File: src/hw/rtl/lirs_pkg.sv
// shared types, constants and handshake structs of the linear interpolation resampler
package lirs_pkg;

  // field and state widths
  localparam int unsigned SampleW  = 16;
  localparam int unsigned RateW    = 18;
  localparam int unsigned PhaseW   = 24;

  // upsampling limit and the cap on results caused by one input
  localparam int unsigned MaxRatio  = 16;
  localparam int unsigned ResultCap = ((2 * MaxRatio) < 32) ? (2 * MaxRatio) : 32;
  localparam int unsigned CountW    = $clog2(ResultCap + 1);

  // one quotient bit per divider step
  localparam int unsigned DivSteps  = SampleW;
  localparam int unsigned DivCntW   = $clog2(DivSteps);

  // configuration register indexes
  typedef logic [0:0] cfg_idx_t;
  localparam cfg_idx_t CfgSrcRate = 1'b0;
  localparam cfg_idx_t CfgDstRate = 1'b1;

  typedef logic signed [SampleW-1:0] sample_t;
  typedef logic [RateW-1:0]          rate_t;
  typedef logic [PhaseW-1:0]         phase_t;
  typedef logic [CountW-1:0]         count_t;

  // reset values of the rate registers
  localparam rate_t SrcRateRst = 18'd44100;
  localparam rate_t DstRateRst = 18'd8000;

  // request to the shared multiply and divide unit
  typedef struct packed {
    logic    start;
    sample_t a;
    sample_t b;
    rate_t   r;
    rate_t   d;
  } arith_req_t;

  // answer of the shared unit, done pulses for one cycle
  typedef struct packed {
    logic    done;
    sample_t quot;
  } arith_rsp_t;

endpackage

File: src/hw/rtl/linear_interp_resampler_top.sv
// top level of the linear interpolation resampler: rate registers and unit wiring
//
// Input samples arrive on a valid/ready channel (sample_in_i, end_of_stream_i);
// interpolated samples leave on a valid/ready channel (sample_out_o with
// last_of_run_o on the final result of each input and stream_done_o on the
// final result of a flagged last input). Rates are written through cfg_we_i,
// cfg_idx_i (0 source rate, 1 destination rate) and cfg_data_i; the user must
// write them only while idle, as the block itself does not enforce it. One input
// is worked on at a time; in_ready_o is low until all its results have been
// handed to the output register. Each interpolated result goes through a
// two-step shared multiply, a 16-step restoring divide and the hand-off; a
// repeated tail sample needs only the hand-off. Equal rates pass a sample
// straight through. The output register is one deep, behind a one-deep held
// result: a stalled receiver stops the sequencer when a new result finds both
// full, and nothing is lost.
// Reset clears the stream (no previous sample, phase zero) and sets the
// rates to 44100 and 8000.
module linear_interp_resampler_top (
  input  logic                    clk_i,
  input  logic                    rst_ni,
  input  logic                    in_valid_i,
  output logic                    in_ready_o,
  input  logic signed [15:0]      sample_in_i,
  input  logic                    end_of_stream_i,
  output logic                    out_valid_o,
  input  logic                    out_ready_i,
  output logic signed [15:0]      sample_out_o,
  output logic                    last_of_run_o,
  output logic                    stream_done_o,
  input  logic                    cfg_we_i,
  input  lirs_pkg::cfg_idx_t      cfg_idx_i,
  input  logic [17:0]             cfg_data_i
);

  lirs_pkg::rate_t      src_rate_q, dst_rate_q;
  lirs_pkg::rate_t      src_eff, dst_eff;
  lirs_pkg::arith_req_t arith_req;
  lirs_pkg::arith_rsp_t arith_rsp;

  // rate registers
  always_ff @(posedge clk_i or negedge rst_ni) begin
    if (!rst_ni) begin
      src_rate_q <= lirs_pkg::SrcRateRst;
      dst_rate_q <= lirs_pkg::DstRateRst;
    end else if (cfg_we_i) begin
      unique case (cfg_idx_i)
        lirs_pkg::CfgSrcRate: src_rate_q <= cfg_data_i;
        lirs_pkg::CfgDstRate: dst_rate_q <= cfg_data_i;
        default: ;
      endcase
    end
  end

  // a zero rate reads as one
  assign src_eff = (src_rate_q == '0) ? lirs_pkg::rate_t'(1) : src_rate_q;
  assign dst_eff = (dst_rate_q == '0) ? lirs_pkg::rate_t'(1) : dst_rate_q;

  lirs_seq u_seq (
    .clk_i          (clk_i),
    .rst_ni         (rst_ni),
    .in_valid_i     (in_valid_i),
    .in_ready_o     (in_ready_o),
    .sample_in_i    (sample_in_i),
    .end_of_stream_i(end_of_stream_i),
    .src_rate_i     (src_eff),
    .dst_rate_i     (dst_eff),
    .out_valid_o    (out_valid_o),
    .out_ready_i    (out_ready_i),
    .sample_out_o   (sample_out_o),
    .last_of_run_o  (last_of_run_o),
    .stream_done_o  (stream_done_o),
    .arith_req_o    (arith_req),
    .arith_rsp_i    (arith_rsp)
  );

  lirs_arith u_arith (
    .clk_i (clk_i),
    .rst_ni(rst_ni),
    .req_i (arith_req),
    .rsp_o (arith_rsp)
  );

endmodule

File: src/hw/rtl/lirs_arith.sv
// shared multiply-accumulate and restoring divider for one interpolated sample
module lirs_arith (
  input  logic                clk_i,
  input  logic                rst_ni,
  input  lirs_pkg::arith_req_t req_i,
  output lirs_pkg::arith_rsp_t rsp_o
);

  localparam int unsigned SampleW = lirs_pkg::SampleW;
  localparam int unsigned RateW   = lirs_pkg::RateW;
  localparam int unsigned ProdW   = (SampleW + 1) + (RateW + 1);

  localparam logic [1:0] A_IDLE = 2'd0;
  localparam logic [1:0] A_MULB = 2'd1;
  localparam logic [1:0] A_ABS  = 2'd2;
  localparam logic [1:0] A_DIV  = 2'd3;

  logic [1:0]                      st_q, st_d;
  logic signed [ProdW-1:0]         acc_q, acc_d;
  logic                            neg_q, neg_d;
  logic [RateW-1:0]                rem_q, rem_d;
  logic [SampleW-1:0]              lo_q, lo_d;
  logic [lirs_pkg::DivCntW-1:0]    cnt_q, cnt_d;
  logic                            done_q, done_d;
  lirs_pkg::sample_t               quot_q, quot_d;

  logic signed [SampleW:0]         op_x;
  logic signed [RateW:0]           op_y;
  logic signed [ProdW-1:0]         prod;
  logic [ProdW-1:0]                mag;
  logic [RateW:0]                  trial;
  logic                            fits;
  logic [RateW-1:0]                rem_next;
  logic [SampleW-1:0]              lo_next;

  // the one multiplier, operands chosen by the step
  assign prod = op_x * op_y;

  // magnitude of the numerator
  assign mag = acc_q[ProdW-1] ? ProdW'(-acc_q) : ProdW'(acc_q);

  // one restoring division step
  assign trial    = {rem_q, lo_q[SampleW-1]};
  assign fits     = (trial >= {1'b0, req_i.d});
  assign rem_next = fits ? RateW'(trial - {1'b0, req_i.d}) : trial[RateW-1:0];
  assign lo_next  = {lo_q[SampleW-2:0], fits};

  // step sequencing
  always_comb begin
    st_d   = st_q;
    acc_d  = acc_q;
    neg_d  = neg_q;
    rem_d  = rem_q;
    lo_d   = lo_q;
    cnt_d  = cnt_q;
    done_d = 1'b0;
    quot_d = quot_q;
    op_x   = {req_i.a[SampleW-1], req_i.a};
    op_y   = $signed({1'b0, req_i.d});
    unique case (st_q)
      A_IDLE: begin
        // a * d
        if (req_i.start) begin
          acc_d = prod;
          st_d  = A_MULB;
        end
      end
      A_MULB: begin
        // + (b - a) * r
        op_x  = $signed({req_i.b[SampleW-1], req_i.b}) - $signed({req_i.a[SampleW-1], req_i.a});
        op_y  = $signed({1'b0, req_i.r});
        acc_d = acc_q + prod;
        st_d  = A_ABS;
      end
      A_ABS: begin
        // upper part is already below the divisor
        neg_d = acc_q[ProdW-1];
        rem_d = mag[SampleW +: RateW];
        lo_d  = mag[SampleW-1:0];
        cnt_d = lirs_pkg::DivCntW'(lirs_pkg::DivSteps - 1);
        st_d  = A_DIV;
      end
      A_DIV: begin
        rem_d = rem_next;
        lo_d  = lo_next;
        if (cnt_q == '0) begin
          done_d = 1'b1;
          quot_d = neg_q ? lirs_pkg::sample_t'(-lo_next) : lirs_pkg::sample_t'(lo_next);
          st_d   = A_IDLE;
        end else begin
          cnt_d = cnt_q - 1'b1;
        end
      end
      default: st_d = A_IDLE;
    endcase
  end

  // control state
  always_ff @(posedge clk_i or negedge rst_ni) begin
    if (!rst_ni) begin
      st_q   <= A_IDLE;
      done_q <= 1'b0;
    end else begin
      st_q   <= st_d;
      done_q <= done_d;
    end
  end

  // datapath registers
  always_ff @(posedge clk_i) begin
    acc_q  <= acc_d;
    neg_q  <= neg_d;
    rem_q  <= rem_d;
    lo_q   <= lo_d;
    cnt_q  <= cnt_d;
    quot_q <= quot_d;
  end

  assign rsp_o.done = done_q;
  assign rsp_o.quot = quot_q;

endmodule

File: src/hw/rtl/lirs_seq.sv
// sequencer: stream state, phase walk, one-deep result hold and output register
module lirs_seq (
  input  logic                 clk_i,
  input  logic                 rst_ni,
  input  logic                 in_valid_i,
  output logic                 in_ready_o,
  input  lirs_pkg::sample_t    sample_in_i,
  input  logic                 end_of_stream_i,
  input  lirs_pkg::rate_t      src_rate_i,
  input  lirs_pkg::rate_t      dst_rate_i,
  output logic                 out_valid_o,
  input  logic                 out_ready_i,
  output lirs_pkg::sample_t    sample_out_o,
  output logic                 last_of_run_o,
  output logic                 stream_done_o,
  output lirs_pkg::arith_req_t arith_req_o,
  input  lirs_pkg::arith_rsp_t arith_rsp_i
);

  localparam int unsigned PhaseW = lirs_pkg::PhaseW;
  localparam int unsigned RateW  = lirs_pkg::RateW;

  localparam logic [2:0] S_IDLE  = 3'd0;
  localparam logic [2:0] S_LCHK  = 3'd1;
  localparam logic [2:0] S_BLEND = 3'd2;
  localparam logic [2:0] S_PUSH  = 3'd3;
  localparam logic [2:0] S_TCHK  = 3'd4;
  localparam logic [2:0] S_FLUSH = 3'd5;

  logic [2:0]        st_q, st_d;
  lirs_pkg::sample_t x_q, x_d;
  logic              eos_q, eos_d;
  lirs_pkg::sample_t prev_q, prev_d;
  logic              have_q, have_d;
  lirs_pkg::phase_t  phase_q, phase_d;
  lirs_pkg::phase_t  ph_q, ph_d;
  lirs_pkg::count_t  n_q, n_d;
  lirs_pkg::sample_t res_q, res_d;
  lirs_pkg::sample_t pend_q, pend_d;
  logic              pend_vld_q, pend_vld_d;
  logic              ret_tail_q, ret_tail_d;
  logic              out_vld_q;
  lirs_pkg::sample_t out_data_q;
  logic              out_last_q, out_done_q;

  logic              out_free;
  logic              out_load;
  logic              load_last, load_done;
  logic              ph_lt, n_ok;
  lirs_pkg::phase_t  ph_inc, new_phase;

  assign in_ready_o = (st_q == S_IDLE);
  assign out_free   = !out_vld_q || out_ready_i;

  // phase compares and steps
  assign ph_lt     = (ph_q < PhaseW'(dst_rate_i));
  assign n_ok      = (n_q < lirs_pkg::CountW'(lirs_pkg::ResultCap));
  assign ph_inc    = ph_q + PhaseW'(src_rate_i);
  assign new_phase = ph_lt ? '0 : ph_q - PhaseW'(dst_rate_i);

  // request to the shared unit
  assign arith_req_o.start = (st_q == S_LCHK) && ph_lt && n_ok;
  assign arith_req_o.a     = prev_q;
  assign arith_req_o.b     = x_q;
  assign arith_req_o.r     = ph_q[RateW-1:0];
  assign arith_req_o.d     = dst_rate_i;

  // main sequencer
  always_comb begin
    st_d       = st_q;
    x_d        = x_q;
    eos_d      = eos_q;
    prev_d     = prev_q;
    have_d     = have_q;
    phase_d    = phase_q;
    ph_d       = ph_q;
    n_d        = n_q;
    res_d      = res_q;
    pend_d     = pend_q;
    pend_vld_d = pend_vld_q;
    ret_tail_d = ret_tail_q;
    out_load   = 1'b0;
    load_last  = 1'b0;
    load_done  = 1'b0;
    unique case (st_q)
      S_IDLE: begin
        if (in_valid_i) begin
          x_d   = sample_in_i;
          eos_d = end_of_stream_i;
          n_d   = '0;
          if (src_rate_i == dst_rate_i) begin
            // equal rates: straight through
            pend_d     = sample_in_i;
            pend_vld_d = 1'b1;
            st_d       = S_FLUSH;
            if (end_of_stream_i) begin
              prev_d  = '0;
              have_d  = 1'b0;
              phase_d = '0;
            end else begin
              prev_d  = sample_in_i;
              have_d  = 1'b1;
              phase_d = PhaseW'(dst_rate_i);
            end
          end else if (!have_q) begin
            // first sample is only stored
            have_d = 1'b1;
            prev_d = sample_in_i;
            ph_d   = phase_q;
            st_d   = end_of_stream_i ? S_TCHK : S_IDLE;
          end else begin
            ph_d = phase_q;
            st_d = S_LCHK;
          end
        end
      end
      S_LCHK: begin
        if (ph_lt && n_ok) begin
          st_d = S_BLEND;
        end else begin
          // span done, keep phase for the next sample
          phase_d = new_phase;
          prev_d  = x_q;
          if (eos_q) begin
            ph_d = new_phase;
            st_d = S_TCHK;
          end else begin
            st_d = S_FLUSH;
          end
        end
      end
      S_BLEND: begin
        if (arith_rsp_i.done) begin
          res_d      = arith_rsp_i.quot;
          ph_d       = ph_inc;
          n_d        = n_q + 1'b1;
          ret_tail_d = 1'b0;
          st_d       = S_PUSH;
        end
      end
      S_PUSH: begin
        // older held result goes out, new one is held
        if (!pend_vld_q) begin
          pend_d     = res_q;
          pend_vld_d = 1'b1;
          st_d       = ret_tail_q ? S_TCHK : S_LCHK;
        end else if (out_free) begin
          out_load = 1'b1;
          pend_d   = res_q;
          st_d     = ret_tail_q ? S_TCHK : S_LCHK;
        end
      end
      S_TCHK: begin
        // tail past the last sample repeats it
        if (ph_lt && n_ok) begin
          res_d      = x_q;
          ph_d       = ph_inc;
          n_d        = n_q + 1'b1;
          ret_tail_d = 1'b1;
          st_d       = S_PUSH;
        end else begin
          prev_d  = '0;
          have_d  = 1'b0;
          phase_d = '0;
          st_d    = S_FLUSH;
        end
      end
      S_FLUSH: begin
        // held result is the final one of this input
        if (!pend_vld_q) begin
          st_d = S_IDLE;
        end else if (out_free) begin
          out_load   = 1'b1;
          load_last  = 1'b1;
          load_done  = eos_q;
          pend_vld_d = 1'b0;
          st_d       = S_IDLE;
        end
      end
      default: st_d = S_IDLE;
    endcase
  end

  // control state
  always_ff @(posedge clk_i or negedge rst_ni) begin
    if (!rst_ni) begin
      st_q       <= S_IDLE;
      prev_q     <= '0;
      have_q     <= 1'b0;
      phase_q    <= '0;
      pend_vld_q <= 1'b0;
      out_vld_q  <= 1'b0;
    end else begin
      st_q       <= st_d;
      prev_q     <= prev_d;
      have_q     <= have_d;
      phase_q    <= phase_d;
      pend_vld_q <= pend_vld_d;
      if (out_load) begin
        out_vld_q <= 1'b1;
      end else if (out_ready_i) begin
        out_vld_q <= 1'b0;
      end
    end
  end

  // working and payload registers
  always_ff @(posedge clk_i) begin
    x_q        <= x_d;
    eos_q      <= eos_d;
    ph_q       <= ph_d;
    n_q        <= n_d;
    res_q      <= res_d;
    pend_q     <= pend_d;
    ret_tail_q <= ret_tail_d;
    if (out_load) begin
      out_data_q <= pend_q;
      out_last_q <= load_last;
      out_done_q <= load_done;
    end
  end

  assign out_valid_o   = out_vld_q;
  assign sample_out_o  = out_data_q;
  assign last_of_run_o = out_last_q;
  assign stream_done_o = out_done_q;

endmodule

File: config.mk
export PLATFORM = sky130hd
export DESIGN_NAME = linear_interp_resampler_top
export DESIGN_NICKNAME = d
export VERILOG_FILES = /design/src/hw/rtl/lirs_pkg.sv /design/src/hw/rtl/linear_interp_resampler_top.sv /design/src/hw/rtl/lirs_arith.sv /design/src/hw/rtl/lirs_seq.sv
export SDC_FILE = /design/constraint.sdc
export NUM_CORES = 1
export LEC_CHECK = 0
export ABC_CLOCK_PERIOD_IN_PS = 10500
export BUFFER_PORTS_ARGS = -buffer_cell sky130_fd_sc_hd__buf_4
export CAP_MARGIN = 0
export CORE_ASPECT_RATIO = 0.5
export CORE_UTILIZATION = 35
export DETAILED_ROUTE_END_ITERATION = 16
export PLACE_DENSITY = 0.56
export SYNTH_ARGS = -nofsm -noshare
export SYNTH_HDL_FRONTEND = slang
export SYNTH_SLANG_ARGS = --single-unit
File: constraint.sdc
create_clock -name clk_i -period 10.5 [get_ports clk_i]
set_input_delay 2.1 -clock clk_i [delete_from_list [all_inputs] [get_ports clk_i]]
set_output_delay 2.1 -clock clk_i [all_outputs]
set_load 0.005 [all_outputs]
==> reports/results.txt <==
CTS Buffer Depth -> 3
CP required -> 10.86 ns
DIE AREA -> 83,760 µm²
HPWL after DPL -> 66,230 µm
1st-pass router iterations -> 5
Syn avg cell area -> 9.235 µm²
Worst-margin pin slew -> 1.069 ns
Max cap viols -> 0
#FFs+latches synth -> 274
Most frequent cells in the layout -> inv_1 (403), nand2_1 (375), nor2_1 (261), ha_1 (245), fa_1 (243)
Hold Vio Cnt, Final -> 0
Via count -> 22,553
Drt via density -> 5.264
Initial core utilization -> 35.37%
Status -> finished, final reports clean
Worst-path clk slew -> 0.06 ns
Reg2Reg Depth -> 37
Die Wd -> 408.3 µm
Synth warn -> 0
Distinct cells, synth -> 92
Gr usage total -> 19.81%
Synth top area cells -> edfxtp_1 (20%), fa_1 (17%), ha_1 (11%), dfrtp_1 (6.3%), inv_1 (5.2%)
CP arrival -> 10.43 ns
# hold bufs at CTS -> 0
Hold Path Class -> reg2reg
Cell mode on critical path -> fa_1
Tcrit/Tclk final -> 95.93%
Synth Net Count -> 3,663
Register Area -> 7818 µm²
Fin util -> 39.02%
Hold slack -> 0.4187 ns
Clock latency at the later pin of the worst-skew pair -> 0.62 ns
Startpoint Class -> register
CTS Buf Count -> 30
Most common cell after layout, fill and taps aside -> inv_1
Antenna-violating nets left -> 0
Main synth FF type -> edfxtp_1
Clock Skews -> 0.01656 ns
Slew headroom -> 28.29%
Site row count -> 74
Layout cell share with drive strength beyond 1 -> 10.06%
DRC errors left -> 0
Sum Neg Setup Slack -> 0 ns
F_max -> 0.09928 GHz
Fin crit period -> 10.07 ns
Clock Root Buffer -> clkbuf_16
Pre-CTS WS -> 0.2629 ns
Slowest CP cell -> fa_1
Register area share after synthesis -> 27.06%
Post-synth EDFFs -> 189
Post-layout net count -> 3,693
Fill cells -> 8,158
Initial antenna violation count -> 1
Vias in the first global route -> 22,263
Max Slew Vio Count -> 0
Die height -> 205.1 µm
Clock sink count -> 274
Crit path max fanout -> 6
First-pass GRT wire length -> 130,800 µm
Post-synth ARST share -> 31.02%
Area grow syn2layout -> 10.30%
WL final -> 82,330 µm
Setup WS post-layout -> 0.4279 ns
H-tree depth -> 1
Core region area -> 81,660 µm²
Cells after synthesis -> 3,128
Synth Cell Area -> 28,890 µm²
CTS tree -> built
Area occupied by multi-input gates -> 19,120 µm²
Total grt overflow -> 0
Drt first-iter violations -> 1,722
WS Path Type -> reg2reg
Largest net degree at the start of global routing -> 90
GPL Wtd Cong -> 0.9447
Post-synth top area share -> 19.65%
Drt wl/cell -> 19.22 µm
CP max stage delay -> 0.58 ns
Worst Setup End Kind -> register
Port Buffers -> 60
I/O pin total -> 61
Hold Path Depth -> 0
Final setup fails -> 0
Cell taking the most area after synthesis -> edfxtp_1
timing repair:
item,4_1_cts,5_1_grt
endpoints found under the setup margin,0,9
resized for setup,0,25
setup buffers,0,9
synthesized netlist by cell type (all sizes together), types with 10 or more instances:
library cell	number
nand4	16
and2	14
and3	12
or2	10
a221oi	17
dfstp	12
a21oi	184
buf	33
o21ai	149
a21o	62
o21a	27
a31oi	16
nand3	41
a221o	11
a22oi	23
mux2i	25
nor2b	24
a211oi	15
xor2	78
o31ai	26
inv	403
nor3	29
o21bai	17
o41ai	15
ha	250
clkbuf	103
or3	11
nand2	375
fa	244
edfxtp	189
mux2	72
a32o	10
nor4	19
nand2b	32
nor2	262
dfrtp	73
xnor2	107
area by class of cell:
type	instances	area share [%]
multi-input combinational	2313	60.00
sequential	274	24.53
inverter	405	4.771
tap	1102	4.327
timing repair buffer	134	3.259
clock buffer	34	2.403
clock inverter	21	0.6989
antenna	1	0.007853
per-stage QoR:
step                instances  cell area, µm²
floorplan                3128           28890
global placement         4219           30710
detailed placement       4219           30710
CTS                      4274           31700
global route             4284           31860
finish                   4284           31860
cell families (layout without fill, tap and decap cells):
group                    count (synthesis)  after routing  synth area share (%)
AO/OA/AOI/OAI                          668            668                 15.51
XOR/XNOR                               186            186                 5.687
flip-flops                             274            274                 27.06
multiplexers                            97             97                 3.673
buffers and inverters                  541            594                 7.194
adder cells (fa/ha/maj)                494            494                 27.74
AND/OR/NAND/NOR                        868            868                 13.14
other                                    0              1                     0
layer usage:
metal	wire length [µm]	GRT usage, %
met1	40790	29.99
met2	34850	29.47
met3	5342	3.425
met4	1344	3.598
met5	0	0
final timing paths:
path | start | to | slack [ns]
worst max-delay path | u_seq.x_q[5] | u_arith.acc_q[35] | 0.43
worst min-delay path | u_seq.pend_q[13] | u_seq.sample_out_o[13] | 0.42
worst max register to register | u_seq.x_q[5] | u_arith.acc_q[35] | 0.43
worst min register to register | u_seq.pend_q[13] | u_seq.sample_out_o[13] | 0.42
max in group asynchronous | rst_ni | u_seq.prev_q[4] | 7.93
min in group asynchronous | rst_ni | src_rate_q[12] | 1.43
state kept, by name (all words and copies together) (netlist names), 2 cells and up:
signal,count
u_arith.acc_q,36
u_seq.n_q,6
u_arith.quot_q,16
u_arith.st_q,2
u_seq.x_q,16
u_seq.ph_q,24
u_seq.prev_q,16
u_arith.rem_q,18
u_seq.pend_q,16
src_rate_q,18
dst_rate_q,18
u_seq.sample_out_o,16
u_seq.st_q,3
u_seq.phase_q,24
u_arith.lo_q,16
u_seq.res_q,16
u_arith.cnt_q,4
critical path: cells and delay by family, from the launching register on:
family | cells | cell delay, ns
fa+ha+maj | 9 | 4.29
compound gates | 21 | 3.87
xor+xnor | 2 | 0.66
flops | 1 | 0.44
mux | 1 | 0.27
buf+inv | 3 | 0.16
simple gates | 1 | 0.14
Power is not shown: default switching activity piles up to over one toggle a cycle in this logic, so the estimate is an artifact.
